$ cat src/hw/rtl/life_generation_torus_core_defines.svh
// Assertion macros for the life generation torus core.
`ifndef LIFE_GENERATION_TORUS_CORE_DEFINES_SVH
`define LIFE_GENERATION_TORUS_CORE_DEFINES_SVH

`ifndef ASSERT_OFF
`define LGT_ASSERT_IMP(lbl, ante, cons) \
    lbl: assert property (@(posedge clk) disable iff (!rst_n) (ante) |-> (cons)) \
        else $error("lgt assertion failed");
`define LGT_ASSERT_NXT(lbl, ante, cons) \
    lbl: assert property (@(posedge clk) disable iff (!rst_n) (ante) |=> (cons)) \
        else $error("lgt assertion failed");
`else
`define LGT_ASSERT_IMP(lbl, ante, cons)
`define LGT_ASSERT_NXT(lbl, ante, cons)
`endif

`endif

$ cat src/hw/rtl/lgt_pkg.sv
// Shared constants, types and the cell rule for the life generation torus core.
package lgt_pkg;

    localparam int ROWS   = 16;
    localparam int COLS   = 32;
    localparam int ROW_W  = $clog2(ROWS);
    localparam int CNT_W  = ROW_W + 1;
    localparam int IDX_W  = 4;
    localparam int CELL_W = 32;
    localparam int IN_W   = ((IDX_W + CELL_W + 7) / 8) * 8;
    localparam int OUT_W  = ((IDX_W + CELL_W + 7) / 8) * 8;

    typedef logic [COLS-1:0]  row_t;
    typedef logic [ROW_W-1:0] ridx_t;
    typedef logic [CNT_W-1:0] cnt_t;

    typedef enum logic {
        FUNC_WRITE   = 1'b0,
        FUNC_ADVANCE = 1'b1
    } func_t;

    localparam cnt_t CNT_ROWS = CNT_W'(ROWS);
    localparam cnt_t CNT_LAST = CNT_W'(ROWS + 1);

    typedef struct packed {
        logic  we;
        ridx_t waddr;
        row_t  wdata;
    } grid_wr_t;

    typedef struct packed {
        logic done;
        logic same;
    } sweep_st_t;

    function automatic row_t life_row(input row_t up, input row_t mid, input row_t dn);
        row_t       res;
        logic [3:0] n;
        int         lf;
        int         rt;
        res = '0;
        for (int c = 0; c < COLS; c++) begin
            lf = (c == 0) ? COLS - 1 : c - 1;
            rt = (c == COLS - 1) ? 0 : c + 1;
            n = {3'b000, up[lf]} + {3'b000, up[c]} + {3'b000, up[rt]}
              + {3'b000, mid[lf]} + {3'b000, mid[rt]}
              + {3'b000, dn[lf]} + {3'b000, dn[c]} + {3'b000, dn[rt]};
            res[c] = (n == 4'd3) || (mid[c] && (n == 4'd2));
        end
        return res;
    endfunction

endpackage

$ cat src/hw/rtl/lgt_sweep.sv
// Grid memory and generation sweep over a three-row window.
module lgt_sweep (
    input  logic             clk,
    input  logic             rst_n,
    input  logic             start,
    input  lgt_pkg::grid_wr_t grid_wr,
    output lgt_pkg::grid_wr_t nxt_wr,
    output lgt_pkg::sweep_st_t st
);
    import lgt_pkg::*;

    row_t            grid_mem [ROWS];
    logic [ROWS-1:0] vld_reg;
    logic            active_reg, active_next;
    cnt_t            rd_cnt_reg, rd_cnt_next;
    logic            rdv_reg;
    cnt_t            seq_reg;
    row_t            q_reg;
    logic            qv_reg;
    row_t            up_reg, mid_reg;
    logic            same_reg, same_next;
    logic            done_reg, done_next;
    cnt_t            rd_prev;
    cnt_t            wr_seq;
    ridx_t           rd_addr;
    row_t            rd_row, new_row;
    logic            calc;

    always_comb
    begin
        rd_prev = rd_cnt_reg - cnt_t'(1);
        if (rd_cnt_reg == '0)
        begin
            rd_addr = ridx_t'(ROWS - 1);
        end
        else if (rd_cnt_reg == CNT_LAST)
        begin
            rd_addr = '0;
        end
        else
        begin
            rd_addr = rd_prev[ROW_W-1:0];
        end
    end

    assign rd_row  = qv_reg ? q_reg : '0;
    assign calc    = rdv_reg && (seq_reg >= cnt_t'(2));
    assign new_row = life_row(up_reg, mid_reg, rd_row);
    assign wr_seq  = seq_reg - cnt_t'(2);

    assign nxt_wr.we    = calc;
    assign nxt_wr.waddr = wr_seq[ROW_W-1:0];
    assign nxt_wr.wdata = new_row;

    always_comb
    begin
        active_next = active_reg;
        rd_cnt_next = rd_cnt_reg;
        same_next   = same_reg;
        if (start)
        begin
            active_next = 1'b1;
            rd_cnt_next = '0;
            same_next   = 1'b1;
        end
        else
        begin
            if (active_reg)
            begin
                rd_cnt_next = rd_cnt_reg + cnt_t'(1);
                if (rd_cnt_reg == CNT_LAST)
                begin
                    active_next = 1'b0;
                end
            end
            if (calc && (new_row != mid_reg))
            begin
                same_next = 1'b0;
            end
        end
        done_next = rdv_reg && (seq_reg == CNT_LAST);
    end

    always_ff @(posedge clk or negedge rst_n)
    begin
        if (!rst_n)
        begin
            vld_reg    <= '0;
            active_reg <= 1'b0;
            rd_cnt_reg <= '0;
            rdv_reg    <= 1'b0;
            same_reg   <= 1'b1;
            done_reg   <= 1'b0;
        end
        else
        begin
            if (grid_wr.we)
            begin
                vld_reg[grid_wr.waddr] <= 1'b1;
            end
            active_reg <= active_next;
            rd_cnt_reg <= rd_cnt_next;
            rdv_reg    <= active_reg;
            same_reg   <= same_next;
            done_reg   <= done_next;
        end
    end

    always_ff @(posedge clk)
    begin
        if (grid_wr.we)
        begin
            grid_mem[grid_wr.waddr] <= grid_wr.wdata;
        end
        if (active_reg)
        begin
            q_reg  <= grid_mem[rd_addr];
            qv_reg <= vld_reg[rd_addr];
        end
        seq_reg <= rd_cnt_reg;
        if (rdv_reg)
        begin
            up_reg  <= mid_reg;
            mid_reg <= rd_row;
        end
    end

    assign st.done = done_reg;
    assign st.same = same_reg;

endmodule

$ cat src/hw/rtl/lgt_emit.sv
// Next-generation memory, row emission and grid write-back.
module lgt_emit (
    input  logic              clk,
    input  logic              rst_n,
    input  lgt_pkg::grid_wr_t nxt_wr,
    input  logic              start,
    input  logic              same_in,
    input  logic              m_ready,
    output logic              m_valid,
    output lgt_pkg::ridx_t    m_row,
    output lgt_pkg::row_t     m_cells,
    output logic              m_same,
    output logic              m_last,
    output lgt_pkg::grid_wr_t wb,
    output logic              done
);
    import lgt_pkg::*;

    row_t  nxt_mem [ROWS];
    logic  issuing_reg, issuing_next;
    cnt_t  iss_cnt_reg, iss_cnt_next;
    logic  q_valid_reg, q_valid_next;
    ridx_t q_row_reg;
    row_t  q_cells_reg;
    logic  same_reg;
    logic  out_valid_reg, out_valid_next;
    ridx_t out_row_reg;
    row_t  out_cells_reg;
    logic  out_same_reg;
    logic  out_last_reg;
    ridx_t iss_idx;
    logic  rd_en;
    logic  load;

    assign iss_idx = iss_cnt_reg[ROW_W-1:0];
    assign load    = q_valid_reg && (!out_valid_reg || m_ready);
    assign rd_en   = issuing_reg && (iss_cnt_reg != CNT_ROWS) && (!q_valid_reg || load);
    assign done    = issuing_reg && (iss_cnt_reg == CNT_ROWS) && !q_valid_reg;

    always_comb
    begin
        issuing_next   = issuing_reg;
        iss_cnt_next   = iss_cnt_reg;
        q_valid_next   = q_valid_reg;
        out_valid_next = out_valid_reg;
        if (start)
        begin
            issuing_next = 1'b1;
            iss_cnt_next = '0;
        end
        else if (done)
        begin
            issuing_next = 1'b0;
        end
        if (rd_en)
        begin
            iss_cnt_next = iss_cnt_reg + cnt_t'(1);
            q_valid_next = 1'b1;
        end
        else if (load)
        begin
            q_valid_next = 1'b0;
        end
        if (load)
        begin
            out_valid_next = 1'b1;
        end
        else if (m_ready)
        begin
            out_valid_next = 1'b0;
        end
    end

    always_ff @(posedge clk or negedge rst_n)
    begin
        if (!rst_n)
        begin
            issuing_reg   <= 1'b0;
            iss_cnt_reg   <= '0;
            q_valid_reg   <= 1'b0;
            out_valid_reg <= 1'b0;
        end
        else
        begin
            issuing_reg   <= issuing_next;
            iss_cnt_reg   <= iss_cnt_next;
            q_valid_reg   <= q_valid_next;
            out_valid_reg <= out_valid_next;
        end
    end

    always_ff @(posedge clk)
    begin
        if (nxt_wr.we)
        begin
            nxt_mem[nxt_wr.waddr] <= nxt_wr.wdata;
        end
        if (rd_en)
        begin
            q_cells_reg <= nxt_mem[iss_idx];
            q_row_reg   <= iss_idx;
        end
        if (start)
        begin
            same_reg <= same_in;
        end
        if (load)
        begin
            out_row_reg   <= q_row_reg;
            out_cells_reg <= q_cells_reg;
            out_same_reg  <= same_reg;
            out_last_reg  <= (q_row_reg == ridx_t'(ROWS - 1));
        end
    end

    assign wb.we    = load;
    assign wb.waddr = q_row_reg;
    assign wb.wdata = q_cells_reg;

    assign m_valid = out_valid_reg;
    assign m_row   = out_row_reg;
    assign m_cells = out_cells_reg;
    assign m_same  = out_same_reg;
    assign m_last  = out_last_reg;

endmodule

$ cat src/hw/rtl/life_generation_torus_core.sv
// Top level of the toroidal life generation core.
//
//  channel  dir  tdata (low bit up)               tuser      tlast
//  s_*      in   row_index[3:0] row_cells[35:4]   func       -
//  m_*      out  out_row[3:0]   out_cells[35:4]   unchanged  last
//
// An advance reads the grid memory one row per cycle over ROWS+2 reads and hands
// off to emission when the sweep is done, then streams ROWS rows from the
// next-generation memory at one row per cycle while m_tready is high;
// s_tready returns when emission is done.
// Reset marks every grid row invalid; an invalid row reads as all dead.
// m_tready low holds the emission; s_tready is high only while idle.
module life_generation_torus_core (
    input  logic                     clk,
    input  logic                     rst_n,
    input  logic                     s_tvalid,
    output logic                     s_tready,
    input  logic [lgt_pkg::IN_W-1:0] s_tdata,   // row_index, row_cells, zero pad
    input  logic                     s_tuser,   // func
    output logic                     m_tvalid,
    input  logic                     m_tready,
    output logic [lgt_pkg::OUT_W-1:0] m_tdata,  // out_row, out_cells, zero pad
    output logic                     m_tuser,   // unchanged
    output logic                     m_tlast
);
    import lgt_pkg::*;

    `include "life_generation_torus_core_defines.svh"

    typedef enum logic [2:0] {
        ST_IDLE  = 3'b001,
        ST_SWEEP = 3'b010,
        ST_EMIT  = 3'b100
    } state_t;

    state_t              state_reg, state_next;
    logic                in_beat;
    logic [IDX_W-1:0]    row_index;
    logic [CELL_W-1:0]   row_cells;
    logic                sweep_start;
    grid_wr_t            grid_wr;
    grid_wr_t            nxt_wr;
    grid_wr_t            wb;
    sweep_st_t           sw_st;
    logic                emit_done;
    ridx_t               emit_row;
    row_t                emit_cells;
    logic                emit_same;
    logic                emit_last;
    logic                emit_valid;

    assign s_tready    = (state_reg == ST_IDLE);
    assign in_beat     = s_tvalid && s_tready;
    assign row_index   = s_tdata[IDX_W-1:0];
    assign row_cells   = s_tdata[IDX_W+CELL_W-1:IDX_W];
    assign sweep_start = in_beat && (s_tuser == FUNC_ADVANCE);

    always_comb
    begin
        if (state_reg == ST_EMIT)
        begin
            grid_wr = wb;
        end
        else
        begin
            grid_wr.we    = in_beat && (s_tuser == FUNC_WRITE) && (int'(row_index) < ROWS);
            grid_wr.waddr = row_index[ROW_W-1:0];
            grid_wr.wdata = row_cells[COLS-1:0];
        end
    end

    always_comb
    begin
        state_next = state_reg;
        case (state_reg)
            ST_IDLE:
            begin
                if (sweep_start)
                begin
                    state_next = ST_SWEEP;
                end
            end
            ST_SWEEP:
            begin
                if (sw_st.done)
                begin
                    state_next = ST_EMIT;
                end
            end
            ST_EMIT:
            begin
                if (emit_done)
                begin
                    state_next = ST_IDLE;
                end
            end
            default:
            begin
                state_next = ST_IDLE;
            end
        endcase
    end

    always_ff @(posedge clk or negedge rst_n)
    begin
        if (!rst_n)
        begin
            state_reg <= ST_IDLE;
        end
        else
        begin
            state_reg <= state_next;
        end
    end

    lgt_sweep u_sweep (
        .clk     (clk),
        .rst_n   (rst_n),
        .start   (sweep_start),
        .grid_wr (grid_wr),
        .nxt_wr  (nxt_wr),
        .st      (sw_st)
    );

    lgt_emit u_emit (
        .clk     (clk),
        .rst_n   (rst_n),
        .nxt_wr  (nxt_wr),
        .start   (sw_st.done),
        .same_in (sw_st.same),
        .m_ready (m_tready),
        .m_valid (emit_valid),
        .m_row   (emit_row),
        .m_cells (emit_cells),
        .m_same  (emit_same),
        .m_last  (emit_last),
        .wb      (wb),
        .done    (emit_done)
    );

    assign m_tvalid = emit_valid;
    assign m_tdata  = {{(OUT_W - IDX_W - CELL_W){1'b0}},
                       CELL_W'(emit_cells), IDX_W'(emit_row)};
    assign m_tuser  = emit_same;
    assign m_tlast  = emit_last;

    `LGT_ASSERT_NXT(a_adv_starts_sweep, sweep_start, state_reg == ST_SWEEP)
    `LGT_ASSERT_IMP(a_sweep_done_in_sweep, sw_st.done, state_reg == ST_SWEEP)
    `LGT_ASSERT_IMP(a_emit_done_in_emit, emit_done, state_reg == ST_EMIT)
    `LGT_ASSERT_IMP(a_writeback_in_emit, wb.we, state_reg == ST_EMIT)

endmodule

$ cat config.mk
export PLATFORM = sky130hd
export DESIGN_NAME = life_generation_torus_core
export DESIGN_NICKNAME = d
export VERILOG_FILES = /design/src/hw/rtl/lgt_pkg.sv /design/src/hw/rtl/lgt_sweep.sv /design/src/hw/rtl/lgt_emit.sv /design/src/hw/rtl/life_generation_torus_core.sv
export VERILOG_INCLUDE_DIRS = /design/src /design/src/hw/rtl
export SDC_FILE = /design/constraint.sdc
export NUM_CORES = 1
export LEC_CHECK = 0
export BUFFER_PORTS_ARGS = -buffer_cell sky130_fd_sc_hd__buf_2
export CAP_MARGIN = 40
export CELL_PAD_IN_SITES_DETAIL_PLACEMENT = 1
export CELL_PAD_IN_SITES_GLOBAL_PLACEMENT = 1
export CORE_MARGIN = 4
export CORE_UTILIZATION = 60
export CTS_BUF_LIST = sky130_fd_sc_hd__clkbuf_8
export CTS_CLUSTER_DIAMETER = 100
export DETAILED_ROUTE_END_ITERATION = 8
export GPL_TIMING_DRIVEN = 0
export PLACE_DENSITY_LB_ADDON = 0.05
export SLEW_MARGIN = 40
export SYNTH_ARGS = -nofsm -noshare
export SYNTH_HDL_FRONTEND = slang
export SYNTH_SLANG_ARGS = --single-unit
$ cat constraint.sdc
create_clock -name clk -period 7.69 [get_ports clk]
set_input_delay 1.538 -clock clk [delete_from_list [all_inputs] [get_ports clk]]
set_output_delay 1.538 -clock clk [all_outputs]
set_load 0.1 [all_outputs]
* After elaboration in Yosys (flattened, before gate mapping)
Memory sizes are Yosys's and may differ from the RTL's. A register that Yosys moved wholly into a read port is not among the register bits. Index checks and enable logic that the tools add are counted. W data, S select, Z words.
Word-level totals: bits in registers 149, bits in writable memories 1024, output and inout port bits 44, word-level logic and storage cells 452, memories 2
Memories:
- u_emit.nxt_mem | depth 16, bits a word 32, rd ports 1, clocked after Yosys merged registers in 1, wr ports 1, RTL line lgt_emit.sv:19 | row_t nxt_mem [ROWS];
- u_sweep.grid_mem | depth 16, bits a word 32, rd ports 1, clocked after Yosys merged registers in 1, wr ports 1, RTL line lgt_sweep.sv:12 | row_t grid_mem [ROWS];
Cells by class: add/sub/neg operators 228, $lt $le $gt $ge 4, eq/ne operators 76, multiplexer cells 31, bitwise logic cells 2, reduce and logical (&&, ||, !) cells 88
Operator list (number):
- $add A4 B1 Y4 | 192
- $eq A4 B2 Y1 const B | 64
- $add A1 B1 Y2 | 32
- $logic_and A1 B1 Y1 | 44
- $mux W37 | 1
- $logic_or A1 B1 Y1 | 34
- $mux W32 | 1
- $ne A32 B32 Y1 | 1
- $mux W5 | 4
- $mux W1 | 17
- $or A16 B16 Y16 | 1
- $eq A5 B5 Y1 const B | 3
- $reduce_bool A2 Y1 | 6
- $add A5 B1 Y5 const B | 2
- $lt A4 B5 Y1 const B | 2
- $mux W3 | 3
- $pmux W3 S3 | 1
- $mux W4 | 2
- $ge A5 B2 Y1 const B | 1
- $logic_not A5 Y1 | 1
- $ne A5 B5 Y1 const B | 1
- $bmux W1 S4 | 1
- $demux W1 S4 | 1
- $eq A4 B4 Y1 const B | 1
- other kinds (11) | 13

* Depth between registers and ports, before layout
depth after elaboration 14, mapped depth 15, mapped depth without buffers 15

* Cells and area by module
A second synthesis with hierarchy kept.
Second synthesis, totals: cells, all modules 2776, area, all modules 52444.0 um^2
By module, submodules not included:
- lgt_sweep | times used 1, cells each 1717, area an instance 29515.8 um^2
- lgt_emit | times used 1, cells each 995, area an instance 22103.7 um^2
- life_generation_torus_core | times used 1, cells each 64, area an instance 824.5 um^2

* Worst setup path before layout
OpenSTA, ideal clock, no wires.
kind register to register, from register state_reg[0], to memory u_sweep.grid_mem[10][0] (netlist bit) (enable), arrival 4.826 ns, data required time 7.268 ns, path slack 2.441 ns, stages on the path, launching flop included 5, path through dfstp_2 nor3b_1 a32o_1 o21ai_1 nor2_1
Between the ends: longest elaborated chain between the ends 6, elaborated cells on any way between the ends 7, those cells by class eq/ne: 2; mux: 3; reduce/logical: 2
Ends and longest elaborated chain:
- start, declared | RTL line life_generation_torus_core.sv:36 | state_t state_reg, state_next;
- start signal, assigned | RTL line life_generation_torus_core.sv:112 | state_reg <= state_next;
- $eq A3 B1 Y1 | RTL line life_generation_torus_core.sv:52 | assign s_tready = (state_reg == ST_IDLE);
- net s_tready | RTL line life_generation_torus_core.sv:17 | output logic s_tready,
- $logic_and A1 B1 Y1 | RTL line life_generation_torus_core.sv:53 | assign in_beat = s_tvalid && s_tready;
- $logic_and A1 B1 Y1 | RTL line life_generation_torus_core.sv:66 | grid_wr.we = in_beat && (s_tuser == FUNC_WRITE) && (int'(row_index) < ROWS);
- $mux W37 | RTL line life_generation_torus_core.sv:60 | if (state_reg == ST_EMIT)
- $mux W1 | RTL line lgt_sweep.sv:111 | if (grid_wr.we)
- $mux W1 (not written as such) | RTL line lgt_sweep.sv:113 | grid_mem[grid_wr.waddr] <= grid_wr.wdata;
- end, declared | RTL line lgt_sweep.sv:12
The timed path passes the listed nets, and every way through them passes these cells.

* Worst setup path after layout
from register u_sweep.qv_reg, to register u_sweep.same_reg
Between the ends: longest elaborated chain between the ends 10, elaborated cells on any way between the ends 228, those cells by class add/sub: 96; eq/ne: 65; mux: 1; reduce/logical: 66
Ends and longest elaborated chain:
- start, declared | RTL line lgt_sweep.sv:19 | logic qv_reg;
- start signal, assigned | RTL line lgt_sweep.sv:118 | qv_reg <= vld_reg[rd_addr];
- $mux W32 (*) | RTL line lgt_sweep.sv:46 | assign rd_row = qv_reg ? q_reg : '0;
- $add A4 B1 Y4 (3 in series) | RTL line lgt_pkg.sv:47 | + {3'b000, dn[lf]} + {3'b000, dn[c]} + {3'b000, dn[rt]};
- $eq A4 B2 Y1 | RTL line lgt_pkg.sv:48 | res[c] = (n == 4'd3) || (mid[c] && (n == 4'd2));
- $logic_and A1 B1 Y1 | RTL line lgt_pkg.sv:48
- $logic_or A1 B1 Y1 | RTL line lgt_pkg.sv:48
- $ne A32 B32 Y1 (*) | RTL line lgt_sweep.sv:76 | if (calc && (new_row != mid_reg))
- $logic_and A1 B1 Y1 (*) | RTL line lgt_sweep.sv:76
- $reduce_bool A2 Y1 (no line) (*)
- end signal, assigned | RTL line lgt_sweep.sv:104 | same_reg <= same_next;
- end, declared | RTL line lgt_sweep.sv:21 | logic same_reg, same_next;
Every way passes the cells marked *; elsewhere a longest branch is shown, timed or not. A chain may end at the register's enable or synchronous reset.

==> results.ini <==
[clocking]
cts_root_buffer = clkbuf_8
path_clk_slew_ns = 0.07
cts_setup_buffers = 0
ctsHoldBuffers = 0
clockBufferDepth = 3
cts_tree = yes
cts.sinks = 1237
cts_buffers = 191
htreeDepth = 4
cts_resized = 0
clk-insertion-delay-late_ns = 0.92

[timing]
fin_crit_ns = 5.94
finalHoldViolCount = 0
period_share = 0.772
finalSetupViolations = 0
rsz0062_at_grt = no
worst_slack_ns = 1.75
tightest_slew_ns = 0.893
fin_worst_skew_ns = 0.0598
slew_violations = 0
fmax_mhz = 168
slew_headroom = 0.405

[global_routing]
grt_antenna_before_repair = 11
grt_pass1_wl_um = 255000
grt_max_degree = 36
grt_pass1_vias = 36646
grt_usage = 0.380
grt_overflow = 0

[yosys]
ys_warn_count = 0
synth_cells = 3291
synth_area_leaders = edfxtp_1, mux4_2, fa_1
syn_area_mm2 = 0.0532
synth_top_area_share = 0.675
ys.flop_type = edfxtp_1
synth_edf_count = 1196
synth_largest_area_cell = edfxtp_1
yosysSeqAreaShare = 0.693
ys_types = 76
yosysMostFrequentCell = edfxtp_1
netlist_top_cells_count = edfxtp_1, nand2_1, inv_1
async_flop_share = 0.0291
synth-seq-cells = 1237
avgSynthCellArea_um2 = 16.2

[final_layout]
reg.largest.list = u_emit.nxt_mem: 512 flops, u_sweep.grid_mem: 512 flops
fin_nets = 3955
stdcell_area_mm2 = 0.0608
layout-drive-gt1-share = 0.199
fin_cells = 4996
area_delta_synth_final_pct = 14.3
utilization = 0.696
fillers = 7538

[place]
post-place-ws_ns = 1.83
dp_cells = 4639
post-dp-hpwl_um = 116000
placed_cell_area_mm2 = 0.0572
place_congestion = 0.885
port_buffers = 80

[worst_setup_path]
cp_cell_sequence = clkbuf_1 -> nand2_1 -> fa_1 -> fa_1 -> inv_1 -> fa_1 -> inv_1 -> fa_1 -> nor4b_1 -> a22oi_1 -> mux2_2 -> a2111oi_1 -> and4b_1 -> nand4_1 -> nand2_1
critPathBufInv = 3
crit_path_end_kind = flip-flop
r2r-end = u_sweep.same_reg
slowest_stage = fa_1
crit_top_cell = fa_1
path_delay_family = adder cells
reg2reg_depth = 15
cp_slowest_stage_delay_ns = 0.60
rr_startpoint = u_sweep.qv_reg
critPathLaunch = u_sweep.qv_reg
required_ns = 8.52
path_class = reg2reg
cp.depth = 15
crit_path_end = u_sweep.same_reg
start_kind = flip-flop
reg2reg_slack_ns = 1.75
crit_path_max_fanout = 10
cp.arrival_ns = 6.76

[floorplanning]
die_width_um = 306
die_area_mm2 = 0.0936
num_rows = 108
dieHeight_um = 306
coreArea_mm2 = 0.0874
ioPinCount = 89
initial_core_util = 0.609

[drt]
drt_iter0_drc = 4965
avgRoutedWirePerCell_um = 35.1
viasPerCell = 6.84
drtAntennaViolNets = 0
dr.pass1.iters = 5
drc_errors = 0
wl_um = 175000
vias = 34168

[hold_path]
hold_path_class = reg2reg
hold_start = u_sweep.rd_cnt_reg[2]

[outcome]
status = complete, no violations

[run]
max_cap_viol_count = 0

-- per-layer routing --
| metal | GRT usage | vias to the layer above | share of wire |
|---|---|---|---|
| li1 | - | 13364 | - |
| met1 | 0.498 | 17597 | 0.35 |
| met2 | 0.606 | 2699 | 0.48 |
| met3 | 0.0994 | 504 | 0.12 |
| met4 | 0.175 | 4 | 0.053 |
| met5 | 0 | - | 0.00013 |
-- kinds of logic after synthesis --
group	Yosys count	share of synthesized area
muxes	173	0.0702
adders and majority gates	231	0.0723
AOI/OAI and AO/OA	391	0.0616
and+or+nand+nor	793	0.0673
buffers and inverters	457	0.0337
xor gates and xnor gates	8	0.00132
other	1	0.0000704
DFF	1237	0.693
-- area by class of cell --
cell class / instances / area (um^2) / share of cell area
Tap cell: 1155 / 1450 / 0.0238
Antenna cell: 8 / 20.0 / 0.000329
Sequential cell: 1237 / 36900 / 0.607
Clock inverter: 146 / 805 / 0.0132
Clock buffer: 201 / 2770 / 0.0455
Multi-Input combinational cell: 1600 / 15000 / 0.246
Inverter: 304 / 1140 / 0.0188
Buffer: 153 / 688 / 0.0113
Timing Repair Buffer: 192 / 2070 / 0.0341
-- layout by cell type (no fill, tap or decap), types with 41 or more instances in the layout --
cell,n
o221ai_1,67
nand2_1,450
o221a_1,42
edfxtp_1,1196
clkbuf_1,81
buf_2,140
fa_1,128
clkbuf_8,201
ha_1,103
clkinv_1,45
nand3_1,81
a31o_1,66
inv_1,364
mux4_2,160
a31oi_1,41
nor2_1,60
-- worst min path at each step --
stage               cells after the start                 end
floorplan                               0  u_sweep.seq_reg[2]
global placement                        0  u_sweep.seq_reg[2]
detailed placement                      0  u_sweep.seq_reg[2]
CTS                                     0  u_sweep.seq_reg[2]
global route                            0  u_sweep.seq_reg[2]
finish                                  0  u_sweep.seq_reg[2]
-- metrics by stage --
step | TNS (ns) | hold slack (ns)
finish | 0 | 0.413
global route | 0 | 0.411
CTS | 0 | 0.397
detailed placement | 0 | 0.357
global placement | -90.79 | 0.351
floorplan | 0 | 0.342
Power is left out: the tool's default activity adds up to more than one toggle a clock period on the data nets, which glitch-free logic cannot reach.
